`config.mk`:
```
export PLATFORM = sky130hd
export DESIGN_NAME = dual_button_debounce_repeat_unit
export DESIGN_NICKNAME = d
export VERILOG_FILES = /design/src/hw/rtl/dbr_pkg.sv /design/src/hw/rtl/dbr_btn_step.sv /design/src/hw/rtl/dbr_core.sv /design/src/hw/rtl/dual_button_debounce_repeat_unit.sv
export SDC_FILE = /design/constraint.sdc
export NUM_CORES = 1
export LEC_CHECK = 0
export BUFFER_PORTS_ARGS = -buffer_cell sky130_fd_sc_hd__buf_2
export CORE_ASPECT_RATIO = 1.25
export CORE_MARGIN = 2
export CORE_UTILIZATION = 51
export CTS_CLUSTER_SIZE = 40
export DETAILED_ROUTE_END_ITERATION = 7
export GPL_TIMING_DRIVEN = 1
export HOLD_SLACK_MARGIN = 0.1
export PLACE_DENSITY = 0.74
export SLEW_MARGIN = 20
export SYNTH_ARGS = -nofsm -noshare
export SYNTH_HDL_FRONTEND = slang
export SYNTH_HIERARCHICAL = 1
export SYNTH_SLANG_ARGS = --single-unit
```
`constraint.sdc`:
```
create_clock -name clk_i -period 6.6 [get_ports clk_i]
set_clock_uncertainty 0.2 [all_clocks]
set_input_delay 1.32 -clock clk_i [delete_from_list [all_inputs] [get_ports clk_i]]
set_output_delay 1.32 -clock clk_i [all_outputs]
set_load 0.01 [all_outputs]
```
`src/hw/rtl/dbr_pkg.sv`:
```
`timescale 1ns / 1ps

package dbr_pkg;

  localparam int unsigned CFG_W = 16;
  localparam int unsigned DT_W  = 16;

  localparam logic [CFG_W-1:0] GUARD_RESET  = 16'd80;
  localparam logic [CFG_W-1:0] REPEAT_RESET = 16'd300;

  // button modes, one-hot
  typedef enum logic [3:0] {
    MODE_LONG_OFF  = 4'b0001,
    MODE_SHORT_ON  = 4'b0010,
    MODE_LONG_ON   = 4'b0100,
    MODE_SHORT_OFF = 4'b1000
  } mode_e;

  typedef enum logic [0:0] {
    CFG_GUARD_TIME  = 1'b0,
    CFG_REPEAT_TIME = 1'b1
  } cfg_idx_e;

  typedef struct packed {
    logic            btn1_pressed;
    logic            btn2_pressed;
    logic [DT_W-1:0] elapsed_ticks;
  } in_t;

  typedef struct packed {
    logic push_event_1;
    logic push_event_2;
  } out_t;

  typedef struct packed {
    logic [CFG_W-1:0] guard_time;
    logic [CFG_W-1:0] repeat_time;
  } cfg_t;

endpackage

```
`src/hw/rtl/dbr_btn_step.sv`:
```
`timescale 1ns / 1ps

module dbr_btn_step import dbr_pkg::*; #(
  parameter int unsigned TIMER_BITS = 16
) (
  input  mode_e                 mode_i,
  input  logic [TIMER_BITS-1:0] timer_i,
  input  logic                  pressed_i,
  input  logic [DT_W-1:0]       dt_i,
  input  logic [TIMER_BITS-1:0] guard_i,
  input  logic [TIMER_BITS-1:0] repeat_i,
  output mode_e                 mode_o,
  output logic [TIMER_BITS-1:0] timer_o,
  output logic                  event_o
);

  localparam int unsigned CMP_W = (TIMER_BITS > DT_W) ? TIMER_BITS : DT_W;

  logic [CMP_W-1:0] dt_w;
  logic [CMP_W-1:0] timer_w;
  logic [CMP_W-1:0] repeat_w;
  logic             timer_exp;
  logic             repeat_exp;
  logic [CMP_W-1:0] timer_sub;
  logic [CMP_W-1:0] repeat_sub;

  assign dt_w       = CMP_W'(dt_i);
  assign timer_w    = CMP_W'(timer_i);
  assign repeat_w   = CMP_W'(repeat_i);
  assign timer_exp  = (timer_w <= dt_w);
  assign repeat_exp = (repeat_w <= dt_w);
  // saturating subtractions, zero once expired
  assign timer_sub  = timer_exp ? '0 : (timer_w - dt_w);
  assign repeat_sub = repeat_exp ? '0 : (repeat_w - dt_w);

  always_comb begin
    mode_o  = mode_i;
    timer_o = timer_i;
    event_o = 1'b0;
    unique case (mode_i)
      MODE_LONG_OFF: begin
        if (pressed_i) begin
          mode_o  = MODE_SHORT_ON;
          timer_o = guard_i;
        end
      end
      MODE_SHORT_ON: begin
        if (timer_exp) begin
          event_o = 1'b1;
          mode_o  = MODE_LONG_ON;
          timer_o = repeat_sub[TIMER_BITS-1:0];
        end else begin
          timer_o = timer_sub[TIMER_BITS-1:0];
        end
      end
      MODE_LONG_ON: begin
        if (!pressed_i) begin
          mode_o  = MODE_SHORT_OFF;
          timer_o = guard_i;
        end else if (timer_exp) begin
          event_o = 1'b1;
          timer_o = repeat_sub[TIMER_BITS-1:0];
        end else begin
          timer_o = timer_sub[TIMER_BITS-1:0];
        end
      end
      MODE_SHORT_OFF: begin
        if (timer_exp) begin
          mode_o = MODE_LONG_OFF;
        end
        timer_o = timer_sub[TIMER_BITS-1:0];
      end
      default: begin
        mode_o = MODE_LONG_OFF;
      end
    endcase
  end

endmodule

```
`src/hw/rtl/dbr_core.sv`:
```
`timescale 1ns / 1ps

module dbr_core import dbr_pkg::*; #(
  parameter int unsigned TIMER_BITS = 16
) (
  input  logic clk_i,
  input  logic rst_ni,
  input  logic step_i,
  input  in_t  item_i,
  input  cfg_t cfg_i,
  output out_t res_o
);

  localparam int unsigned CMP_W = (TIMER_BITS > CFG_W) ? TIMER_BITS : CFG_W;
  localparam logic [CMP_W-1:0] TMAX_W = CMP_W'({TIMER_BITS{1'b1}});

  mode_e                 mode1_q, mode1_d, mode2_q, mode2_d;
  logic [TIMER_BITS-1:0] timer1_q, timer1_d, timer2_q, timer2_d;

  mode_e                 s1_mode, s2_mode;
  logic [TIMER_BITS-1:0] s1_timer, s2_timer;
  logic                  s1_ev, s2_ev;
  logic                  ev1, ev2;

  logic [CMP_W-1:0]      guard_w, repeat_w;
  logic [TIMER_BITS-1:0] guard_ld, repeat_ld;

  // register values clamp to the timer range
  assign guard_w   = CMP_W'(cfg_i.guard_time);
  assign repeat_w  = CMP_W'(cfg_i.repeat_time);
  assign guard_ld  = (guard_w > TMAX_W) ? {TIMER_BITS{1'b1}} : guard_w[TIMER_BITS-1:0];
  assign repeat_ld = (repeat_w > TMAX_W) ? {TIMER_BITS{1'b1}} : repeat_w[TIMER_BITS-1:0];

  dbr_btn_step #(.TIMER_BITS(TIMER_BITS)) u_step1 (
    .mode_i    (mode1_q),
    .timer_i   (timer1_q),
    .pressed_i (item_i.btn1_pressed),
    .dt_i      (item_i.elapsed_ticks),
    .guard_i   (guard_ld),
    .repeat_i  (repeat_ld),
    .mode_o    (s1_mode),
    .timer_o   (s1_timer),
    .event_o   (s1_ev)
  );

  dbr_btn_step #(.TIMER_BITS(TIMER_BITS)) u_step2 (
    .mode_i    (mode2_q),
    .timer_i   (timer2_q),
    .pressed_i (item_i.btn2_pressed),
    .dt_i      (item_i.elapsed_ticks),
    .guard_i   (guard_ld),
    .repeat_i  (repeat_ld),
    .mode_o    (s2_mode),
    .timer_o   (s2_timer),
    .event_o   (s2_ev)
  );

  // cross-coupling: button one copies first, then button two from the updated one
  always_comb begin
    mode1_d  = s1_mode;
    timer1_d = s1_timer;
    ev1      = s1_ev;
    if ((s1_mode == MODE_SHORT_ON) && s2_ev) begin
      ev1      = 1'b1;
      mode1_d  = s2_mode;
      timer1_d = s2_timer;
    end
    mode2_d  = s2_mode;
    timer2_d = s2_timer;
    ev2      = s2_ev;
    if ((s2_mode == MODE_SHORT_ON) && ev1) begin
      ev2      = 1'b1;
      mode2_d  = mode1_d;
      timer2_d = timer1_d;
    end
  end

  assign res_o.push_event_1 = ev1;
  assign res_o.push_event_2 = ev2;

  always_ff @(posedge clk_i or negedge rst_ni) begin
    if (!rst_ni) begin
      mode1_q  <= MODE_LONG_OFF;
      mode2_q  <= MODE_LONG_OFF;
      timer1_q <= '0;
      timer2_q <= '0;
    end else if (step_i) begin
      mode1_q  <= mode1_d;
      mode2_q  <= mode2_d;
      timer1_q <= timer1_d;
      timer2_q <= timer2_d;
    end
  end

endmodule

```
`src/hw/rtl/dual_button_debounce_repeat_unit.sv`:
```
`timescale 1ns / 1ps

// Two-button debouncer with auto-repeat. Each input transaction is one poll carrying both
// button levels and the ticks since the previous poll; each poll yields exactly one result
// transaction with the two push events. One poll is accepted every clock cycle when the
// output side keeps up. The poll is held in the input register, the mode/timer update
// with compares and saturating subtracts is worked out from it, and the result register
// loads once the output side is ready. The user writes guard_time and repeat_time through
// the plain write port only while no poll is in flight; the block does not enforce this.
module dual_button_debounce_repeat_unit import dbr_pkg::*; #(
  parameter int unsigned TIMER_BITS = 16
) (
  input  logic             clk_i,
  input  logic             rst_ni,
  input  logic             in_valid_i,
  output logic             in_stall_o,
  input  in_t              in_data_i,
  output logic             out_valid_o,
  input  logic             out_stall_i,
  output out_t             out_data_o,
  input  logic             cfg_we_i,
  input  logic [0:0]       cfg_idx_i,
  input  logic [CFG_W-1:0] cfg_wdata_i
);

  logic in_valid_q;
  in_t  in_q;
  logic out_valid_q;
  out_t out_q;
  out_t res;
  cfg_t cfg_q;

  logic out_ready;
  logic step;
  logic accept;

  assign out_ready  = !out_valid_q || !out_stall_i;
  assign step       = in_valid_q && out_ready;
  assign in_stall_o = in_valid_q && !out_ready;
  assign accept     = in_valid_i && !in_stall_o;

  always_ff @(posedge clk_i or negedge rst_ni) begin
    if (!rst_ni) begin
      cfg_q.guard_time  <= GUARD_RESET;
      cfg_q.repeat_time <= REPEAT_RESET;
    end else if (cfg_we_i) begin
      unique case (cfg_idx_e'(cfg_idx_i))
        CFG_GUARD_TIME:  cfg_q.guard_time  <= cfg_wdata_i;
        CFG_REPEAT_TIME: cfg_q.repeat_time <= cfg_wdata_i;
      endcase
    end
  end

  always_ff @(posedge clk_i or negedge rst_ni) begin
    if (!rst_ni) begin
      in_valid_q  <= 1'b0;
      out_valid_q <= 1'b0;
    end else begin
      if (accept) begin
        in_valid_q <= 1'b1;
      end else if (step) begin
        in_valid_q <= 1'b0;
      end
      if (step) begin
        out_valid_q <= 1'b1;
      end else if (!out_stall_i) begin
        out_valid_q <= 1'b0;
      end
    end
  end

  always_ff @(posedge clk_i) begin
    if (accept) begin
      in_q <= in_data_i;
    end
    if (step) begin
      out_q <= res;
    end
  end

  dbr_core #(.TIMER_BITS(TIMER_BITS)) u_core (
    .clk_i  (clk_i),
    .rst_ni (rst_ni),
    .step_i (step),
    .item_i (in_q),
    .cfg_i  (cfg_q),
    .res_o  (res)
  );

  assign out_valid_o = out_valid_q;
  assign out_data_o  = out_q;

endmodule

```
# Word level (Yosys, flattened, before mapping)
# Cells that the tools add are included.
[totals]
elab_cells = 84
output_inout_bits = 4
inputBits = 40
ff_bits = 94
[op_classes]
n_reduce_logical = 13
eq_ne = 11
addsub = 3
magnitude_cmp = 5
bitwise = 1
muxes = 38
[ops]
columns = ["op", "count"]
rows = [
  ["16-bit two-way mux", 13],
  ["16-bit one-hot mux with 4 select lines", 2],
  ["16-bit less-or-equal comparator", 3],
  ["16-bit subtractor", 3],
  ["4-bit two-way mux", 10],
  ["16-bit greater-than comparator, second input constant", 2],
  ["4-bit one-hot mux with 4 select lines", 2],
  ["4-bit by 2-bit equality test with 1-bit output, second input constant", 4],
  ["1-bit two-way mux", 9],
  ["4-bit by 1-bit equality test with 1-bit output, second input constant", 2],
  ["4-bit by 3-bit equality test with 1-bit output, second input constant", 2],
  ["4-bit equality test, second input constant", 2],
  ["1-bit logical AND", 5],
  ["1-bit logical NOT", 4],
  ["1-bit one-hot mux with 2 select lines", 2],
  ["2-bit AND reduction", 2],
  ["2-bit by 1-bit inequality test with 1-bit output, second input constant", 1],
  ["2-bit nonzero test", 1],
  ["1-bit logical OR", 1],
  ["1-bit inverter", 1],
]

# Depth between registers and ports, before layout
[depth]
ltp_word = 9
depth_mapped = 15
depth_no_buf = 14

# By module
# The synthesis kept the hierarchy.
[by_module_without_submodules]
columns = ["mod", "cells_per_inst", "seq_area_each_um2", "instances", "area_per_inst_um2"]
rows = [
  ["dbr_btn_step (u_core.u_step2)", 335, 0.0, 1, 2347.3],
  ["dbr_core", 246, 1003.5, 1, 2173.3],
  ["dbr_btn_step (u_core.u_step1)", 313, 0.0, 1, 2155.8],
  ["dual_button_debounce_repeat_unit", 97, 1458.9, 1, 1941.9],
]

# Least setup slack after synthesis
# No wires, ideal clock.
[synth_timing]
path_type = "register to register"
startpoint = "register in_q[0] (netlist name)"
endpoint = "register u_core.timer2_q[10]"
setup_slack_ns = 2.809
t_required_ns = 6.258
synth_period_minus_slack_ns = 3.791
stages_incl_launch_ff = 15
t_arrival_ns = 3.449
path_cell_list = "edfxtp_1 > ha_1 > fa_1 > nand2b_1 > a211oi_2 > nor3_2 > o21ai_4 > and2_1 > nand3b_1 > a211oi_1 > or3b_1 > buf_6 > a211oi_4 > buf_6 > o221ai_1"
[synth_between]
word_cells_on_any_way = 34
[synth_rtl]
columns = ["element", "line", "text"]
rows = [
  ["from (decl)", "dual_button_debounce_repeat_unit.sv:27", "in_t in_q;"],
  ["from (signal assigned)", "dual_button_debounce_repeat_unit.sv:74", "in_q <= in_data_i;"],
  ["16-bit less-or-equal comparator *", "dbr_btn_step.sv:30", "assign timer_exp = (timer_w <= dt_w);"],
  ["4-bit two-way mux, on equally long branches", "dbr_btn_step.sv:68, dbr_btn_step.sv:48", ""],
  ["4-bit one-hot mux with 4 select lines *", "dbr_btn_step.sv:40", "unique case (mode_i)"],
  ["net u_core.s2_mode[1]", "dbr_core.sv:20", "mode_e s1_mode, s2_mode;"],
  ["4-bit by 2-bit equality test with 1-bit output *", "dbr_core.sv:71", "if ((s2_mode == MODE_SHORT_ON) && ev1) begin"],
  ["1-bit logical AND *", "dbr_core.sv:71", ""],
  ["16-bit two-way mux *", "dbr_core.sv:71", ""],
  ["to (signal assigned)", "dbr_core.sv:91", "timer2_q <= timer2_d;"],
  ["to (decl)", "dbr_core.sv:18", "logic [TIMER_BITS-1:0] timer1_q, timer1_d, timer2_q, timer2_d;"],
]
# The timed path passes the listed nets; every way through them passes the cells marked *.
# A chain may end at the register's enable or synchronous reset.

# Worst setup path in the final report
[layout_timing]
startpoint = "register in_q[0] (netlist name)"
endpoint = "register u_core.timer2_q[0]"
# Same word-level chain as after synthesis.

==> flow_summary.yaml <==
power:
  p_leak_nw: 3.81
  p_sw_frac: 0.463
  pwr-share-clk: 0.164
  seq_power_share: 0.270
  ir_worst_vdd_uv: 200
  total_power_w: 0.00356
  comb_power_share: 0.565
  power_density_nw_per_um2: 386
  p_int_w: 0.00191
  p_sw_w: 0.00165
routing:
  drt_first_iter_violations: 864
  ant_nets: 0
  drc: 0
  drt_first_pass_iters: 6
  vias: 7898
  viasPerCell: 6.45
  wl_mm: 24.9
  wl_per_cell_um: 20.3
logic_synthesis:
  synth_async_sr_flop_share: 0.787
  yosysMostFrequentCell: "nand2_1"
  synth_cell_types: 89
  synth_enable_flop_cells: 20
  synthFlopType: "dfrtp_1"
  synth_cells: 991
  yosysWarnings: 6
  ys_seq_elements: 94
  yosysTopAreaCell: "dfrtp_1"
  synth_top_area_share: 0.192
  synth.avg_cell_area_um2: 8.70
  synth_commonest_cells: "nand2_1 (86), inv_1 (77), nor2_1 (76), dfrtp_1 (66), ha_1 (64)"
  synth_area_leaders: "dfrtp_1 (19%), ha_1 (9.3%), edfxtp_1 (7.0%), nand2_1 (3.7%), a21oi_1 (3.4%)"
  seq_area_frac_synth: 0.286
  synthesis.nets: 1099
  syn_area_um2: 8620
clock_tree:
  clkTransAtPathRegs_ns: 0.07
  cts_root_buf: "clkbuf_16"
  clk_latency_ns: 0.35
  post_cts_resized: 0
  cts_buffer_depth: 2
  cts_setup_buffers: 0
  clkSinkCount: 94
  holdBufCountCts: 0
  htreeDepth: 3
  cts_tree: "done"
  numCtsBuffers: 9
grt:
  grt_max_degree: 99
  grt_use_total: 0.276
  grt_pass1_vias: 7397
  antenna_found_initial: 0
  grt_first_pass_wirelength_mm: 38.0
  grt-ovfl-total: 0
layout:
  final_util: 0.551
  stdcell_area_um2: 9210
  insertedDiodeCount: 0
  syn_to_final_growth_pct: 6.82
  nNetsFinal: 1107
  final_layout_size_suffix_gt1_frac: 0.146
  fill_cells: 1614
floorplan:
  die_h_um: 149
  core_area_um2: 16700
  io_pins: 44
  start_util: 0.516
  rows: 53
  die_x_um: 120
  die-area_um2: 18000
sta:
  maxSlewHeadroom: 0.249
  slew_violations: 0
  hold_viol: 0
  rsz0062_at_grt: "false"
  fmax_mhz: 204
  min_period_over_period: 0.744
  period_minus_slack_ns: 4.91
  holdWs_ns: 0.293
  finalSetupTns_ns: 0
  finalSetupViolCount: 0
  worstMarginPinSlew_ns: 1.12
critical_path:
  cp.arrival_ns: 4.89
  worstSetupPathType: "flop to flop"
  required_ns: 6.58
  endpoint_kind: "flop"
  cp_max_fo: 18
  ff2ff_setup_slack_ns: 1.69
  setup.worst_path.start_class: "flop"
placed_design:
  routabilityCongestion: 0.999
  numPortBuffers: 43
  dp_hpwl_mm: 19.3
  dpl-instance-area_um2: 8870
run_status:
  status: "complete, no violations"
min_path:
  hold_class: "flop to flop"
job:
  drv_cap: 0
-- stage by stage --
stage	setup WS, ns	cells
after floorplan	2.81	991
final	1.69	1224
after CTS	1.83	1224
after detailed placement	1.87	1208
after global routing	1.50	1224
after global placement	2.02	1208
-- power groups by stage --
stage / logic (W) / registers (W) / clock network (W)
after floorplan: 0.00163 / 0.000851 / 0
after global placement: 0.00192 / 0.000965 / 0
after CTS: 0.00197 / 0.000957 / 0.000598
after global routing: 0.00220 / 0.000976 / 0.000625
final: 0.00201 / 0.000962 / 0.000585
after detailed placement: 0.00195 / 0.000966 / 0
-- final cells by class --
type	count	area, um^2	share of cell area
Clock buffer	11	253	0.0275
Sequential cell	94	2460	0.267
Tap cell	220	275	0.0299
Clock inverter	5	80.1	0.00870
Multi-Input combinational cell	769	5600	0.608
Timing Repair Buffer	45	233	0.0253
Inverter	80	303	0.0329
-- metal layers --
metal  global-route usage  vias up  part of all wire
met5                    0        -                 0
met4                0.223        0             0.089
met3               0.0268      107             0.040
met2                0.461      301              0.47
met1                0.320     3758              0.40
li1                     -     3732                 -
-- flip-flops by register name (all words and copies together), names as in the netlist --
register         count
out_valid_o          1
cfg_q               32
in_q                18
in_valid_q           1
u_core/mode1_q       4
u_core/mode2_q       4
u_core/timer1_q     16
out_data_o           2
u_core/timer2_q     16
-- cells by family (layout without fill, tap and decap cells) --
logic type               Yosys count  count (layout)  share of synthesized area
AO/OA/AOI/OAI                    320             320                      0.276
AND/OR/NAND/NOR                  298             298                      0.168
buffers and inverters            128             141                     0.0697
flip-flops                        94              94                      0.286
adder cells (fa/ha/maj)           68              68                      0.102
XOR/XNOR                          51              51                     0.0518
multiplexers                      32              32                     0.0462
-- worst max-delay path: stages (launching register included) --
cell and delay (ns):
edfxtp_1 0.46, ha_1 0.25, fa_1 0.40, nand2b_1 0.20, a211oi_2 0.30, nor3_2 0.13
o21ai_4 0.26, and2_1 0.23, nand3b_1 0.09, a211oi_1 0.49, or3b_1 0.70, a211oi_4 0.75
o221ai_1 0.26
-- path summary, 6_finish.rpt --
check,startpoint,endpoint,cells past startpoint
max reg2reg,in_q[0],u_core/timer2_q[0],12
max,in_q[0],u_core/timer2_q[0],12
min,in_valid_q,out_valid_o,1
max in group asynchronous,rst_ni,u_core/timer1_q[4],1
min reg2reg,in_valid_q,out_valid_o,1
min in group asynchronous,rst_ni,out_valid_o,1
-- cells in the final DEF, fill, tap and decap left out, types with 4 or more instances in the layout --
cell type | Yosys | routed
and2_1 | 6 | 6
o21ai_1 | 4 | 4
o211ai_1 | 14 | 14
a2111o_1 | 17 | 17
a211oi_1 | 6 | 6
a22oi_1 | 13 | 13
o21ai_0 | 50 | 50
fa_1 | 4 | 4
o21bai_1 | 6 | 6
nand2_1 | 86 | 86
clkbuf_16 | 0 | 9
a31oi_1 | 36 | 36
nand2b_1 | 12 | 11
xnor2_1 | 30 | 30
nand4_1 | 10 | 10
and3_1 | 6 | 6
nor2b_1 | 7 | 7
ha_1 | 64 | 64
edfxtp_1 | 20 | 20
nor2_1 | 76 | 76
a21o_1 | 11 | 11
o21a_1 | 12 | 12
a22o_2 | 4 | 4
nor3_1 | 21 | 19
nand3_1 | 39 | 39
mux2_2 | 22 | 22
dfstp_2 | 8 | 8
nand3b_1 | 6 | 6
o31a_1 | 4 | 4
o221ai_1 | 24 | 24
dfrtp_1 | 66 | 66
a21oi_1 | 58 | 58
a222oi_1 | 13 | 13
mux2_4 | 10 | 10
buf_2 | 9 | 42
inv_1 | 77 | 77
or3_1 | 6 | 6
xor2_1 | 21 | 21
(Power assumes the default switching activity.)
